File: config.mk
export PLATFORM = sky130hd
export DESIGN_NAME = register_rename_alias_table_flat
export DESIGN_NICKNAME = d
export VERILOG_FILES = /design/src/hdl/rrat_pkg.sv /design/src/hdl/rrat_req_if.sv /design/src/hdl/rrat_rsp_if.sv /design/src/hdl/register_rename_alias_table.sv /design/src/hdl/rrat_free_list.sv /design/src/flat_wrapper.sv
export SDC_FILE = /design/constraint.sdc
export NUM_CORES = 1
export LEC_CHECK = 0
export BUFFER_PORTS_ARGS = -buffer_cell sky130_fd_sc_hd__clkbuf_2
export CAP_MARGIN = 30
export CELL_PAD_IN_SITES_DETAIL_PLACEMENT = 0
export CELL_PAD_IN_SITES_GLOBAL_PLACEMENT = 1
export CORE_ASPECT_RATIO = 1.25
export CORE_MARGIN = 5
export CORE_UTILIZATION = 40
export CTS_BUF_LIST = sky130_fd_sc_hd__clkbuf_8
export CTS_CLUSTER_SIZE = 24
export DETAILED_ROUTE_END_ITERATION = 6
export GPL_TIMING_DRIVEN = 0
export PLACE_DENSITY_LB_ADDON = 0.1
export SKIP_LAST_GASP = 1
export SLEW_MARGIN = 25
export SYNTH_ARGS = -nofsm -noshare
export SYNTH_HDL_FRONTEND = slang
export SYNTH_SLANG_ARGS = --single-unit
File: constraint.sdc
create_clock -name clk -period 3.4 [get_ports clk]
set_input_delay 0.34 -clock clk [delete_from_list [all_inputs] [get_ports clk]]
set_output_delay 0.34 -clock clk [all_outputs]
set_load 0.02 [all_outputs]
File: src/hdl/rrat_pkg.sv
// rrat_pkg: shared types, widths, codes and default sizes for the register alias table
// no dependencies; compiled first
`default_nettype none

package rrat_pkg;

    localparam int unsigned NUM_REGS = 8;
    localparam int unsigned REG_W    = 3;
    localparam int unsigned TAG_W    = 8;
    localparam int unsigned VALUE_W  = 32;

    // default pool geometry (legal: 2..64 slots, base 0..192)
    localparam int unsigned POOL_ENTRIES_DEF = 64;
    localparam int unsigned TAG_BASE_DEF     = 0;

    // operation codes
    localparam logic OP_RENAME    = 1'b0;
    localparam logic OP_WRITEBACK = 1'b1;

    typedef struct packed {
        logic               operation;
        logic [REG_W-1:0]   arch_reg;
        logic [TAG_W-1:0]   wb_tag;
        logic [VALUE_W-1:0] wb_value;
    } req_item_t;

    typedef struct packed {
        logic [TAG_W-1:0]   alloc_tag;
        logic               alloc_fail;
        logic               wb_hit;
        logic               free_error;
        logic               reg_valid;
        logic               reg_has_tag;
        logic [TAG_W-1:0]   reg_tag;
        logic [VALUE_W-1:0] reg_value;
    } rsp_item_t;

    // commands into the free list, applied at the clock edge
    typedef struct packed {
        logic alloc_en;
        logic free_en;
    } fl_cmd_t;

    // free list status for the current lookup
    typedef struct packed {
        logic found;
        logic slot_busy;
    } fl_stat_t;

endpackage

`default_nettype wire

File: src/hdl/rrat_req_if.sv
// rrat_req_if: valid/ready request channel carrying rename and writeback items
// depends on rrat_pkg
`default_nettype none

interface rrat_req_if;
    logic                          valid;
    logic                          ready;
    logic                          operation;
    logic [rrat_pkg::REG_W-1:0]    arch_reg;
    logic [rrat_pkg::TAG_W-1:0]    wb_tag;
    logic [rrat_pkg::VALUE_W-1:0]  wb_value;

    modport source (output valid, output operation, output arch_reg, output wb_tag,
                    output wb_value, input ready);
    modport sink   (input valid, input operation, input arch_reg, input wb_tag,
                    input wb_value, output ready);
endinterface

`default_nettype wire

File: src/hdl/rrat_rsp_if.sv
// rrat_rsp_if: valid/ready result channel of the register alias table
// depends on rrat_pkg
`default_nettype none

interface rrat_rsp_if;
    logic                          valid;
    logic                          ready;
    logic [rrat_pkg::TAG_W-1:0]    alloc_tag;
    logic                          alloc_fail;
    logic                          wb_hit;
    logic                          free_error;
    logic                          reg_valid;
    logic                          reg_has_tag;
    logic [rrat_pkg::TAG_W-1:0]    reg_tag;
    logic [rrat_pkg::VALUE_W-1:0]  reg_value;

    modport source (output valid, output alloc_tag, output alloc_fail, output wb_hit,
                    output free_error, output reg_valid, output reg_has_tag,
                    output reg_tag, output reg_value, input ready);
    modport sink   (input valid, input alloc_tag, input alloc_fail, input wb_hit,
                    input free_error, input reg_valid, input reg_has_tag,
                    input reg_tag, input reg_value, output ready);
endinterface

`default_nettype wire

File: src/hdl/register_rename_alias_table.sv
// register_rename_alias_table: top level of the register alias table and tag free list
// depends on rrat_pkg, rrat_req_if, rrat_rsp_if, rrat_free_list
//
// usage
//   req channel: one item per transfer. operation selects rename (take the
//     lowest free pool slot, tag = TAG_BASE + slot, store it in the arch_reg
//     entry and mark that entry pending) or writeback (wb_tag in range, held
//     by some entry and its slot busy: free the slot, write wb_value to
//     arch_reg and make that entry valid with no tag)
//   rsp channel: exactly one result per request, in order, with the status
//     flags and the arch_reg entry as it stands after the item
//   path: an item accepted from req sits in the input register, is processed
//     into the result register once that register is free, and its result
//     is then offered on rsp until taken
//   throughput: one item per cycle while rsp is not held off; the whole lookup
//     (POOL_ENTRIES-slot priority encoder, eight tag compares, entry update) is
//     one register-to-register pass; table state is written as the result loads
//   stall: while rsp is held off the result stays put and one more item may
//     wait in the input register; req.ready drops only when both are full
//   reset: rst_n low clears all slots to free, all entries to not valid with
//     no tag and value zero, and empties both registers
`default_nettype none

module register_rename_alias_table #(
    parameter int unsigned POOL_ENTRIES = rrat_pkg::POOL_ENTRIES_DEF,
    parameter int unsigned TAG_BASE     = rrat_pkg::TAG_BASE_DEF
) (
    input  wire logic   clk,
    input  wire logic   rst_n,
    rrat_req_if.sink    req,
    rrat_rsp_if.source  rsp
);
    import rrat_pkg::*;

    localparam int unsigned SLOT_W    = $clog2(POOL_ENTRIES);
    localparam int unsigned TAG_EXT_W = TAG_W + 1;

    // input register
    logic      in_valid_reg;
    req_item_t in_item_reg;

    // result register
    logic      out_valid_reg;
    rsp_item_t out_item_reg;
    rsp_item_t out_item_next;

    // table entries
    logic [NUM_REGS-1:0]    entry_valid_reg;
    logic [NUM_REGS-1:0]    entry_has_tag_reg;
    logic [TAG_W-1:0]       entry_tag_reg   [NUM_REGS];
    logic [VALUE_W-1:0]     entry_value_reg [NUM_REGS];

    // next contents of the named entry
    logic                   entry_wr;
    logic                   entry_valid_next;
    logic                   entry_has_tag_next;
    logic [TAG_W-1:0]       entry_tag_next;
    logic [VALUE_W-1:0]     entry_value_next;

    logic                   move;
    logic                   is_rename;
    logic                   in_range;
    logic                   held;
    logic                   hit;
    logic [TAG_W-1:0]       rel_tag;
    logic [TAG_W-1:0]       alloc_tag_calc;
    logic [SLOT_W-1:0]      free_slot;
    logic [SLOT_W-1:0]      alloc_slot;
    logic [REG_W-1:0]       sel;

    fl_cmd_t                fl_cmd;
    fl_stat_t               fl_stat;

    // the item in the input register moves on when the result register is free
    assign move      = in_valid_reg && (!out_valid_reg || rsp.ready);
    assign req.ready = !in_valid_reg || move;

    assign sel       = in_item_reg.arch_reg;
    assign is_rename = (in_item_reg.operation == OP_RENAME);

    // writeback tag range check and slot index
    assign in_range = ({1'b0, in_item_reg.wb_tag} >= TAG_EXT_W'(TAG_BASE))
                   && ({1'b0, in_item_reg.wb_tag} <  TAG_EXT_W'(TAG_BASE + POOL_ENTRIES));
    assign rel_tag   = in_item_reg.wb_tag - TAG_W'(TAG_BASE);
    assign free_slot = rel_tag[SLOT_W-1:0];

    // does any entry hold the tag
    always_comb
    begin
        held = 1'b0;
        for (int i = 0; i < NUM_REGS; i++)
        begin
            if (entry_has_tag_reg[i] && entry_tag_reg[i] == in_item_reg.wb_tag)
            begin
                held = 1'b1;
            end
        end
    end

    assign hit            = !is_rename && in_range && held && fl_stat.slot_busy;
    assign alloc_tag_calc = TAG_W'(TAG_BASE) + TAG_W'(alloc_slot);

    // alloc_en, free_en
    assign fl_cmd = {move && is_rename && fl_stat.found, move && hit};

    rrat_free_list #(
        .POOL_ENTRIES (POOL_ENTRIES),
        .SLOT_W       (SLOT_W)
    ) u_free_list (
        .clk        (clk),
        .rst_n      (rst_n),
        .cmd        (fl_cmd),
        .free_slot  (free_slot),
        .stat       (fl_stat),
        .alloc_slot (alloc_slot)
    );

    // entry update and result for the item in the input register
    always_comb
    begin
        entry_wr           = 1'b0;
        entry_valid_next   = entry_valid_reg[sel];
        entry_has_tag_next = entry_has_tag_reg[sel];
        entry_tag_next     = entry_tag_reg[sel];
        entry_value_next   = entry_value_reg[sel];
        out_item_next      = '0;

        if (is_rename)
        begin
            // pool empty leaves the entry pending with no tag
            entry_wr           = 1'b1;
            entry_valid_next   = 1'b0;
            entry_has_tag_next = fl_stat.found;
            entry_tag_next     = fl_stat.found ? alloc_tag_calc : '0;
            out_item_next.alloc_tag  = fl_stat.found ? alloc_tag_calc : '0;
            out_item_next.alloc_fail = !fl_stat.found;
        end
        else
        begin
            if (hit)
            begin
                entry_wr           = 1'b1;
                entry_valid_next   = 1'b1;
                entry_has_tag_next = 1'b0;
                entry_tag_next     = '0;
                entry_value_next   = in_item_reg.wb_value;
            end
            out_item_next.wb_hit     = hit;
            out_item_next.free_error = in_range && held && !fl_stat.slot_busy;
        end

        out_item_next.reg_valid   = entry_valid_next;
        out_item_next.reg_has_tag = entry_has_tag_next;
        out_item_next.reg_tag     = entry_has_tag_next ? entry_tag_next : '0;
        out_item_next.reg_value   = entry_value_next;
    end

    // handshake registers
    always_ff @(posedge clk or negedge rst_n)
    begin
        if (!rst_n)
        begin
            in_valid_reg  <= 1'b0;
            out_valid_reg <= 1'b0;
        end
        else
        begin
            if (req.ready)
            begin
                in_valid_reg <= req.valid;
            end
            if (move)
            begin
                out_valid_reg <= 1'b1;
            end
            else if (rsp.ready)
            begin
                out_valid_reg <= 1'b0;
            end
        end
    end

    // payload registers
    always_ff @(posedge clk)
    begin
        if (req.ready && req.valid)
        begin
            in_item_reg.operation <= req.operation;
            in_item_reg.arch_reg  <= req.arch_reg;
            in_item_reg.wb_tag    <= req.wb_tag;
            in_item_reg.wb_value  <= req.wb_value;
        end
        if (move)
        begin
            out_item_reg <= out_item_next;
        end
    end

    // alias table state
    always_ff @(posedge clk or negedge rst_n)
    begin
        if (!rst_n)
        begin
            entry_valid_reg   <= '0;
            entry_has_tag_reg <= '0;
            for (int i = 0; i < NUM_REGS; i++)
            begin
                entry_tag_reg[i]   <= '0;
                entry_value_reg[i] <= '0;
            end
        end
        else if (move && entry_wr)
        begin
            entry_valid_reg[sel]   <= entry_valid_next;
            entry_has_tag_reg[sel] <= entry_has_tag_next;
            entry_tag_reg[sel]     <= entry_tag_next;
            entry_value_reg[sel]   <= entry_value_next;
        end
    end

    assign rsp.valid       = out_valid_reg;
    assign rsp.alloc_tag   = out_item_reg.alloc_tag;
    assign rsp.alloc_fail  = out_item_reg.alloc_fail;
    assign rsp.wb_hit      = out_item_reg.wb_hit;
    assign rsp.free_error  = out_item_reg.free_error;
    assign rsp.reg_valid   = out_item_reg.reg_valid;
    assign rsp.reg_has_tag = out_item_reg.reg_has_tag;
    assign rsp.reg_tag     = out_item_reg.reg_tag;
    assign rsp.reg_value   = out_item_reg.reg_value;

endmodule

`default_nettype wire

File: src/hdl/rrat_free_list.sv
// rrat_free_list: in-use bit per pool slot, lowest-free-slot encoder, busy lookup
// depends on rrat_pkg
`default_nettype none

module rrat_free_list #(
    parameter int unsigned POOL_ENTRIES = rrat_pkg::POOL_ENTRIES_DEF,
    parameter int unsigned SLOT_W       = $clog2(POOL_ENTRIES)
) (
    input  wire logic                clk,
    input  wire logic                rst_n,
    input  wire rrat_pkg::fl_cmd_t   cmd,
    input  wire logic [SLOT_W-1:0]   free_slot,
    output rrat_pkg::fl_stat_t       stat,
    output logic [SLOT_W-1:0]        alloc_slot
);
    import rrat_pkg::*;

    logic [POOL_ENTRIES-1:0] slot_in_use_reg;
    logic [POOL_ENTRIES-1:0] slot_in_use_next;

    // lowest free slot wins; busy lookup, codes past the pool read as free
    always_comb
    begin
        stat.found     = 1'b0;
        stat.slot_busy = 1'b0;
        alloc_slot     = '0;
        for (int i = POOL_ENTRIES - 1; i >= 0; i--)
        begin
            if (!slot_in_use_reg[i])
            begin
                stat.found = 1'b1;
                alloc_slot = SLOT_W'(i);
            end
        end
        for (int i = 0; i < POOL_ENTRIES; i++)
        begin
            if (free_slot == SLOT_W'(i))
            begin
                stat.slot_busy = slot_in_use_reg[i];
            end
        end
    end

    always_comb
    begin
        slot_in_use_next = slot_in_use_reg;
        for (int i = 0; i < POOL_ENTRIES; i++)
        begin
            if (cmd.alloc_en && alloc_slot == SLOT_W'(i))
            begin
                slot_in_use_next[i] = 1'b1;
            end
            if (cmd.free_en && free_slot == SLOT_W'(i))
            begin
                slot_in_use_next[i] = 1'b0;
            end
        end
    end

    always_ff @(posedge clk or negedge rst_n)
    begin
        if (!rst_n)
        begin
            slot_in_use_reg <= '0;
        end
        else
        begin
            slot_in_use_reg <= slot_in_use_next;
        end
    end

endmodule

`default_nettype wire

File: src/flat_wrapper.sv
// flat-port wrapper written by rule: the top's interface ports become plain ports
module register_rename_alias_table_flat import rrat_pkg::*;
#(
    parameter int unsigned POOL_ENTRIES = rrat_pkg::POOL_ENTRIES_DEF,
    parameter int unsigned TAG_BASE     = rrat_pkg::TAG_BASE_DEF
)
  (clk, rst_n, req_valid, req_operation, req_arch_reg, req_wb_tag, req_wb_value, req_ready, rsp_valid, rsp_alloc_tag, rsp_alloc_fail, rsp_wb_hit, rsp_free_error, rsp_reg_valid, rsp_reg_has_tag, rsp_reg_tag, rsp_reg_value, rsp_ready);
  rrat_req_if req_i ();
  rrat_rsp_if rsp_i ();
  input  wire logic clk;
  input  wire logic rst_n;
  input wire logic [$bits(req_i.valid)-1:0] req_valid;
  input wire logic [$bits(req_i.operation)-1:0] req_operation;
  input wire logic [$bits(req_i.arch_reg)-1:0] req_arch_reg;
  input wire logic [$bits(req_i.wb_tag)-1:0] req_wb_tag;
  input wire logic [$bits(req_i.wb_value)-1:0] req_wb_value;
  output wire logic [$bits(req_i.ready)-1:0] req_ready;
  output wire logic [$bits(rsp_i.valid)-1:0] rsp_valid;
  output wire logic [$bits(rsp_i.alloc_tag)-1:0] rsp_alloc_tag;
  output wire logic [$bits(rsp_i.alloc_fail)-1:0] rsp_alloc_fail;
  output wire logic [$bits(rsp_i.wb_hit)-1:0] rsp_wb_hit;
  output wire logic [$bits(rsp_i.free_error)-1:0] rsp_free_error;
  output wire logic [$bits(rsp_i.reg_valid)-1:0] rsp_reg_valid;
  output wire logic [$bits(rsp_i.reg_has_tag)-1:0] rsp_reg_has_tag;
  output wire logic [$bits(rsp_i.reg_tag)-1:0] rsp_reg_tag;
  output wire logic [$bits(rsp_i.reg_value)-1:0] rsp_reg_value;
  input wire logic [$bits(rsp_i.ready)-1:0] rsp_ready;
  assign req_i.valid = req_valid;
  assign req_i.operation = req_operation;
  assign req_i.arch_reg = req_arch_reg;
  assign req_i.wb_tag = req_wb_tag;
  assign req_i.wb_value = req_wb_value;
  assign req_ready = req_i.ready;
  assign rsp_valid = rsp_i.valid;
  assign rsp_alloc_tag = rsp_i.alloc_tag;
  assign rsp_alloc_fail = rsp_i.alloc_fail;
  assign rsp_wb_hit = rsp_i.wb_hit;
  assign rsp_free_error = rsp_i.free_error;
  assign rsp_reg_valid = rsp_i.reg_valid;
  assign rsp_reg_has_tag = rsp_i.reg_has_tag;
  assign rsp_reg_tag = rsp_i.reg_tag;
  assign rsp_reg_value = rsp_i.reg_value;
  assign rsp_i.ready = rsp_ready;
  register_rename_alias_table #(.POOL_ENTRIES(POOL_ENTRIES), .TAG_BASE(TAG_BASE)) u_core (.clk(clk), .rst_n(rst_n), .req(req_i), .rsp(rsp_i));
endmodule
==> flow_summary.json, run 1 <==
{
  "htreeDepth": 3,
  "ir_worst_vdd_v": 0.000324,
  "cts_buffers": 85,
  "crit_fanout": 10,
  "critPathArrivalTime_ns": 4.05,
  "wl_um": 107000,
  "drc": 0,
  "min_path_type": "input port to asynchronous set/reset pin",
  "synth_ff_type": "dfrtp_1",
  "fillCellCount": 5577,
  "rsz0062_at_grt": "yes",
  "async_flop_share_pct": 80.9,
  "crit_type": "flop to flop",
  "cts_tree": "built",
  "fmax_mhz": 292,
  "avgSynthCellArea_um2": 10.7,
  "end_kind": "flop",
  "clockBufferDepth": 3,
  "chipHeight_um": 287,
  "setup_tns_ns": -0.153,
  "vias": 22800,
  "status": "finished, violations left",
  "syn-cell-area_mm2": 0.0245,
  "gp_congestion": 0.980,
  "hold_viol": 0,
  "antenna_found_initial": 2,
  "p_total_mw": 14.9,
  "layout_common_cells": "402 x dfrtp_1, 348 x nor2_1, 259 x a221o_1",
  "largest_register_ffs": 256,
  "grt_pass1_wl_um": 153000,
  "overflow": 0,
  "min_period_over_period_pct": 101,
  "p_leak_nw": 12.6,
  "skew_ns": 0.0230,
  "core_area_mm2": 0.0608,
  "start_util_pct": 40.4,
  "drive_gt1_share_pct": 19.3,
  "grt_pass1_vias": 22300,
  "layout_setup_ws_ns": -0.0280,
  "postSynthCellCount": 2296,
  "power.density_mw_per_mm2": 498,
  "row_count": 101,
  "clk_pin_slew_worst_paths_ns": 0.06,
  "drt_iter0_drc": 2879,
  "pin_count": 103,
  "avgRoutedWirePerCell_um": 30.5,
  "final_nets": 2652,
  "first_pass_iters": 6,
  "cap_violations": 0,
  "min_period_ns": 3.43,
  "areaGrowthSynthToFinish_pct": 22.1,
  "fp.dieArea_mm2": 0.0665,
  "port-buffer-count": 100,
  "grt_max_degree": 85,
  "antenna_left": 0,
  "grt_usage_pct": 30.8,
  "die_w_um": 232,
  "critPathLaunchType": "flop",
  "finalSetupViolations": 10,
  "critical_path_required_ns": 4.03,
  "drt-vias-per-instance": 6.53,
  "slew_headroom_pct": 33.9,
  "synth-seq-cells": 497,
  "worst_pin_slew_ns": 0.992,
  "report.final.slew_viol_count": 0,
  "violations": "negative setup slack",
  "synth_edf_count": 95,
  "dp_hpwl_um": 70100,
  "clk_latency_ns": 0.70,
  "root_buffer": "clkbuf_8",
  "synth_cell_types": 87,
  "yosysSeqAreaShare_pct": 52.6,
  "yosys_warnings": 0,
  "cts.sinks": 497,
  "mostFrequentLayoutCell": "dfrtp_1"
}
-- cell usage after synthesis, types with 31 or more instances --
cell        n  area, um2
clkbuf_1  109        409
edfxtp_1   95       2850
a22oi_1    83        623
nand4_1    31        194
buf_2      54        270
a21oi_1   128        641
xnor2_1    36        315
dfrtp_1   402      10100
buf_1      43        161
buf_6      32        360
a221o_1   259       2590
a31oi_1    63        394
nand2_1    69        259
a22o_1     66        578
nor2_1    350       1310
-- critical path, cell delays in order (launching register included) --
cell and delay, ns:
edfxtp_1 0.41, buf_6 0.17, buf_8 0.16, buf_6 0.17, o21ai_1 0.26, o31ai_1 0.11
o21ai_0 0.27, o311ai_2 0.20, buf_4 0.18, a21o_4 0.24, buf_12 0.15, a211oi_4 0.47
clkbuf_4 0.38, a221o_1 0.19
-- repair_timing --
item,in CTS,in global routing
hold buffers,48,0
pin swaps,7,22
cloned,0,7
endpoints found under the setup margin,442,418
resized for setup,100,139
buffers inserted,5,48
endpoints found under the hold margin,100,0
-- report_power, final --
part,leakage (nW),internal (mW),switching (mW)
registers,6.46,6.39,0.321
logic,5.11,0.850,1.90
clock network,0.995,2.85,2.63
-- stage by stage --
step                      area (um2)  setup slack [ns]  hold WS (ns)  std cells  utilization, %
final                          30000           -0.0280         0.175       3495            49.3
after global routing           30000           -0.0390         0.226       3495            49.3
after CTS                      28900           -0.0113         0.158       3442            47.6
after detailed placement       26400            -0.778         0.329       3238            43.5
after global placement         26100             -7.30         0.473       3221            42.9
after floorplan                24600           0.00277        0.0444       2297               -
-- area by class of cell --
| cell class | instances | area, um2 | area share [%] |
|---|---|---|---|
| Antenna cell | 1 | 2.50 | 0.00835 |
| Buffer | 242 | 1760 | 5.87 |
| Clock buffer | 101 | 1390 | 4.64 |
| Clock inverter | 52 | 282 | 0.939 |
| Inverter | 24 | 93.8 | 0.313 |
| Multi-Input combinational cell | 1527 | 10600 | 35.4 |
| Sequential cell | 497 | 12900 | 43.1 |
| Tap cell | 824 | 1030 | 3.44 |
| Timing Repair Buffer | 227 | 1890 | 6.29 |
-- worst paths after layout --
path,slack (ns),end,cells after the start,start
max in group asynchronous,1.67,u_core.entry_value_reg[182],5,rst_n
setup / recovery,-0.03,u_core.entry_value_reg[30],13,u_core.in_item_reg[32]
hold reg to reg,0.49,u_core.entry_valid_reg[4],1,u_core.entry_valid_reg[4]
hold / removal,0.18,u_core.u_free_list.slot_in_use_reg[49],2,rst_n
setup reg to reg,-0.03,u_core.entry_value_reg[30],13,u_core.in_item_reg[32]
min in group clk,0.35,u_core.in_item_reg[22],2,req_wb_value[22]
-- per-layer routing --
metal	vias up	global-route usage, %	part of all wire, %
li1	9443	-	-
met1	11600	39.6	39
met2	1474	49.9	47
met3	352	5.94	8.7
met4	2	15.6	5.4
met5	-	0	0.0066
-- logic make-up (layout without fill, tap and decap cells) --
group / after synthesis / count (layout) / synth area share (%)
AO/OA/AOI/OAI: 792 / 792 / 26.0
AND/OR/NAND/NOR: 643 / 643 / 12.2
flip-flops: 497 / 497 / 52.6
buffers and inverters: 273 / 646 / 5.60
XOR/XNOR: 64 / 64 / 2.28
multiplexers: 26 / 26 / 1.27
other: 1 / 3 / 0.0153
No activity file was read; power rests on OpenSTA's default activity.
==> run 2, diff against run 1 <==
--- a/config.mk
+++ b/config.mk
@@ -5,6 +5,7 @@
 export SDC_FILE = /design/constraint.sdc
 export NUM_CORES = 1
 export LEC_CHECK = 0
+export ABC_AREA = 1
 export BUFFER_PORTS_ARGS = -buffer_cell sky130_fd_sc_hd__clkbuf_2
 export CAP_MARGIN = 30
 export CELL_PAD_IN_SITES_DETAIL_PLACEMENT = 0
@@ -17,6 +18,7 @@
 export DETAILED_ROUTE_END_ITERATION = 6
 export GPL_TIMING_DRIVEN = 0
 export PLACE_DENSITY_LB_ADDON = 0.1
+export SETUP_SLACK_MARGIN = 0.3
 export SKIP_LAST_GASP = 1
 export SLEW_MARGIN = 25
 export SYNTH_ARGS = -nofsm -noshare
==> run 2 against run 1 <==
The run ends with design-rule violations, negative setup slack left. Die area decreased by 0.54%. Clock power increased by 5.1%. Register-to-register slack got worse by 1.6 ns. Setup slack got worse by 1.6 ns. First-iteration DRC count decreased by 29%. Synthesized cell count increased by 33%. Combinational power increased by 8.7%. Cell count increased by 20%. Area after synthesis decreased by 0.56%. Critical endpoint is now u_core.entry_value_reg[133]. Largest cell class unchanged. Highest routed layer is now met4.
==> flow_summary.json, run 2 <==
{
  "synth-seq-cells": 497,
  "hold_viol": 0,
  "antenna_left": 0,
  "status": "finished, violations left",
  "mostFrequentLayoutCell": "nand2_1",
  "use_met2_pct": 48.5,
  "final_nets": 3411,
  "cts_buffers": 86,
  "synthTopCellsByArea": "dfrtp_1 41%, nand2_1 22%, edfxtp_1 12%",
  "wl_um": 98000,
  "row_count": 101,
  "synthMostInstantiatedCell": "nand2_1",
  "layout_setup_ws_ns": -1.61,
  "crit_type": "flop to flop",
  "syn-cell-area_mm2": 0.0244,
  "setup_tns_ns": -671.61,
  "cts_tree": "built",
  "port-buffer-count": 100,
  "postSynthCellCount": 3045,
  "min_path_type": "input port to asynchronous set/reset pin",
  "drc": 6,
  "grt_max_degree": 80,
  "report.final.slew_viol_count": 0,
  "synth_ff_type": "dfrtp_1",
  "synth_top_area_share_pct": 41.2,
  "areaGrowthSynthToFinish_pct": 26.1,
  "skew_ns": 0.0417,
  "slew_headroom_pct": 25.4,
  "dp_hpwl_um": 65100,
  "core_area_mm2": 0.0607,
  "vias": 22800,
  "avgSynthCellArea_um2": 8.02,
  "synth_edf_count": 95,
  "crit_top_cell": "nand2_1",
  "yosys_warnings": 0,
  "finish.utilization_pct": 50.8,
  "drt_iter0_drc": 2032,
  "synth_cell_types": 50,
  "fp.dieArea_mm2": 0.0661,
  "clk_pin_slew_worst_paths_ns": 0.06,
  "placed_cells": 3938,
  "use_met1_pct": 36.8,
  "critical_path.max_stage_delay_ns": 0.50,
  "grt_usage_pct": 28.5,
  "critical_path_required_ns": 4.02,
  "clockBufferDepth": 3,
  "drt-vias-per-instance": 5.41,
  "yosysSeqAreaShare_pct": 52.9,
  "cp_slowest_cell": "edfxtp_1",
  "use_met3_pct": 3.71,
  "largest_register_ffs": 256,
  "layout.cells.non_filler": 4209,
  "clk_latency_ns": 0.72,
  "min_period_ns": 5.01,
  "first_pass_iters": 7,
  "overflow": 0,
  "cts.sinks": 497,
  "layout_common_cells": "1332 x nand2_1, 402 x dfrtp_1, 227 x inv_1",
  "p_leak_nw": 16.1,
  "finalSetupViolations": 446,
  "yosysTopAreaCell": "dfrtp_1",
  "cap_violations": 0,
  "grt_pass1_wl_um": 143000,
  "crit_fanout": 7,
  "die_w_um": 231,
  "violations": "design-rule violations, negative setup slack",
  "async_flop_share_pct": 80.9,
  "critPathLaunchType": "flop",
  "worst_pin_slew_ns": 1.12,
  "r2r_slack_ns": -1.61,
  "chipHeight_um": 286,
  "top_usage_layer": "met2",
  "antenna_found_initial": 1,
  "avgRoutedWirePerCell_um": 23.3,
  "pin_count": 103,
  "root_buffer": "clkbuf_8",
  "ir_worst_vdd_v": 0.000300,
  "p_total_mw": 15.7,
  "drive_gt1_share_pct": 18.0,
  "synthTopCellsByCount": "1446 x nand2_1, 402 x dfrtp_1, 203 x inv_1",
  "fmax_mhz": 199,
  "end_kind": "flop",
  "power.density_mw_per_mm2": 510,
  "htreeDepth": 3,
  "gp_congestion": 0.942,
  "critPathArrivalTime_ns": 5.63,
  "min_period_over_period_pct": 147,
  "grt_pass1_vias": 22500,
  "start_util_pct": 40.2,
  "rsz0062_at_grt": "yes"
}
-- run 2: changes by cell type after synthesis, sizes merged, moves of 58 or more --
cell    delta
a21oi    -105
a221o    -259
a31oi     -58
clkbuf    -63
inv      +192
nand2   +1418
nand4     +75
nor2     -154
-- run 2: path summary, 6_finish.rpt --
| kind | from | end | cells after the start |
|---|---|---|---|
| worst min-delay path | rst_n | u_core.u_free_list.slot_in_use_reg[31] | 2 |
| worst max-delay path | u_core.in_item_reg[35] | u_core.entry_value_reg[133] | 53 |
| min in group clk | req_wb_value[24] | u_core.in_item_reg[24] | 2 |
| max in group asynchronous | rst_n | u_core.entry_value_reg[115] | 6 |
| worst min register to register | u_core.entry_value_reg[145] | u_core.entry_value_reg[145] | 2 |
| worst max register to register | u_core.in_item_reg[35] | u_core.entry_value_reg[133] | 53 |
-- run 2: where the power goes --
group / switching (mW) / internal, mW
sequential: 0.435 / 6.51
combinational: 2.09 / 0.902
clock: 2.69 / 3.07
total: 5.21 / 10.5
-- run 2: kinds of logic after synthesis --
logic type | Yosys count | share of synthesized area (%)
simple gates | 1915 | 32.7
flops | 497 | 52.9
xor+xnor | 24 | 0.861
other cells | 1 | 0.0154
compound gates | 255 | 6.90
buf+inv | 353 | 6.63
-- run 2: layout make-up --
type                            instances  area, um2
Clock buffer                          103       1420
Multi-Input combinational cell       2203      10900
Antenna cell                            1       2.50
Fill cell                            5910      29900
Buffer                                130       1300
Tap cell                              772        966
Sequential cell                       497      12900
Inverter                              223        845
Timing Repair Buffer                  222       2090
Clock inverter                         58        373
-- run 2: stage by stage --
step | area, um2 | setup WS (ns) | hold slack (ns)
floorplan | 24700 | -0.561 | 0.0444
global placement | 26200 | -7.62 | 0.455
detailed placement | 26600 | -2.64 | 0.342
CTS | 29300 | -1.55 | 0.156
global route | 30800 | -2.05 | 0.217
finish | 30800 | -1.61 | 0.172
-- run 2: worst max-delay path, delay by kind of cell, from the launching register on --
| kind | cells | cell delay, ns |
|---|---|---|
| DFF | 1 | 0.50 |
| and+or+nand+nor | 47 | 3.56 |
| buffers and inverters | 6 | 0.87 |
-- run 2: per-layer routing --
metal  vias up  wire length, um
li1      10500                -
met3       240             6080
met4         0             4770
met5         -                0
met2       888            47500
met1     11200            39700
-- run 2: timing repair --
item,in CTS,in global routing
pin swaps,5,44
hold endpoints to repair,96,0
hold buffers,48,0
gates cloned,2,20
gates resized for setup,84,224
setup endpoints to repair,446,481
buffers inserted,19,18
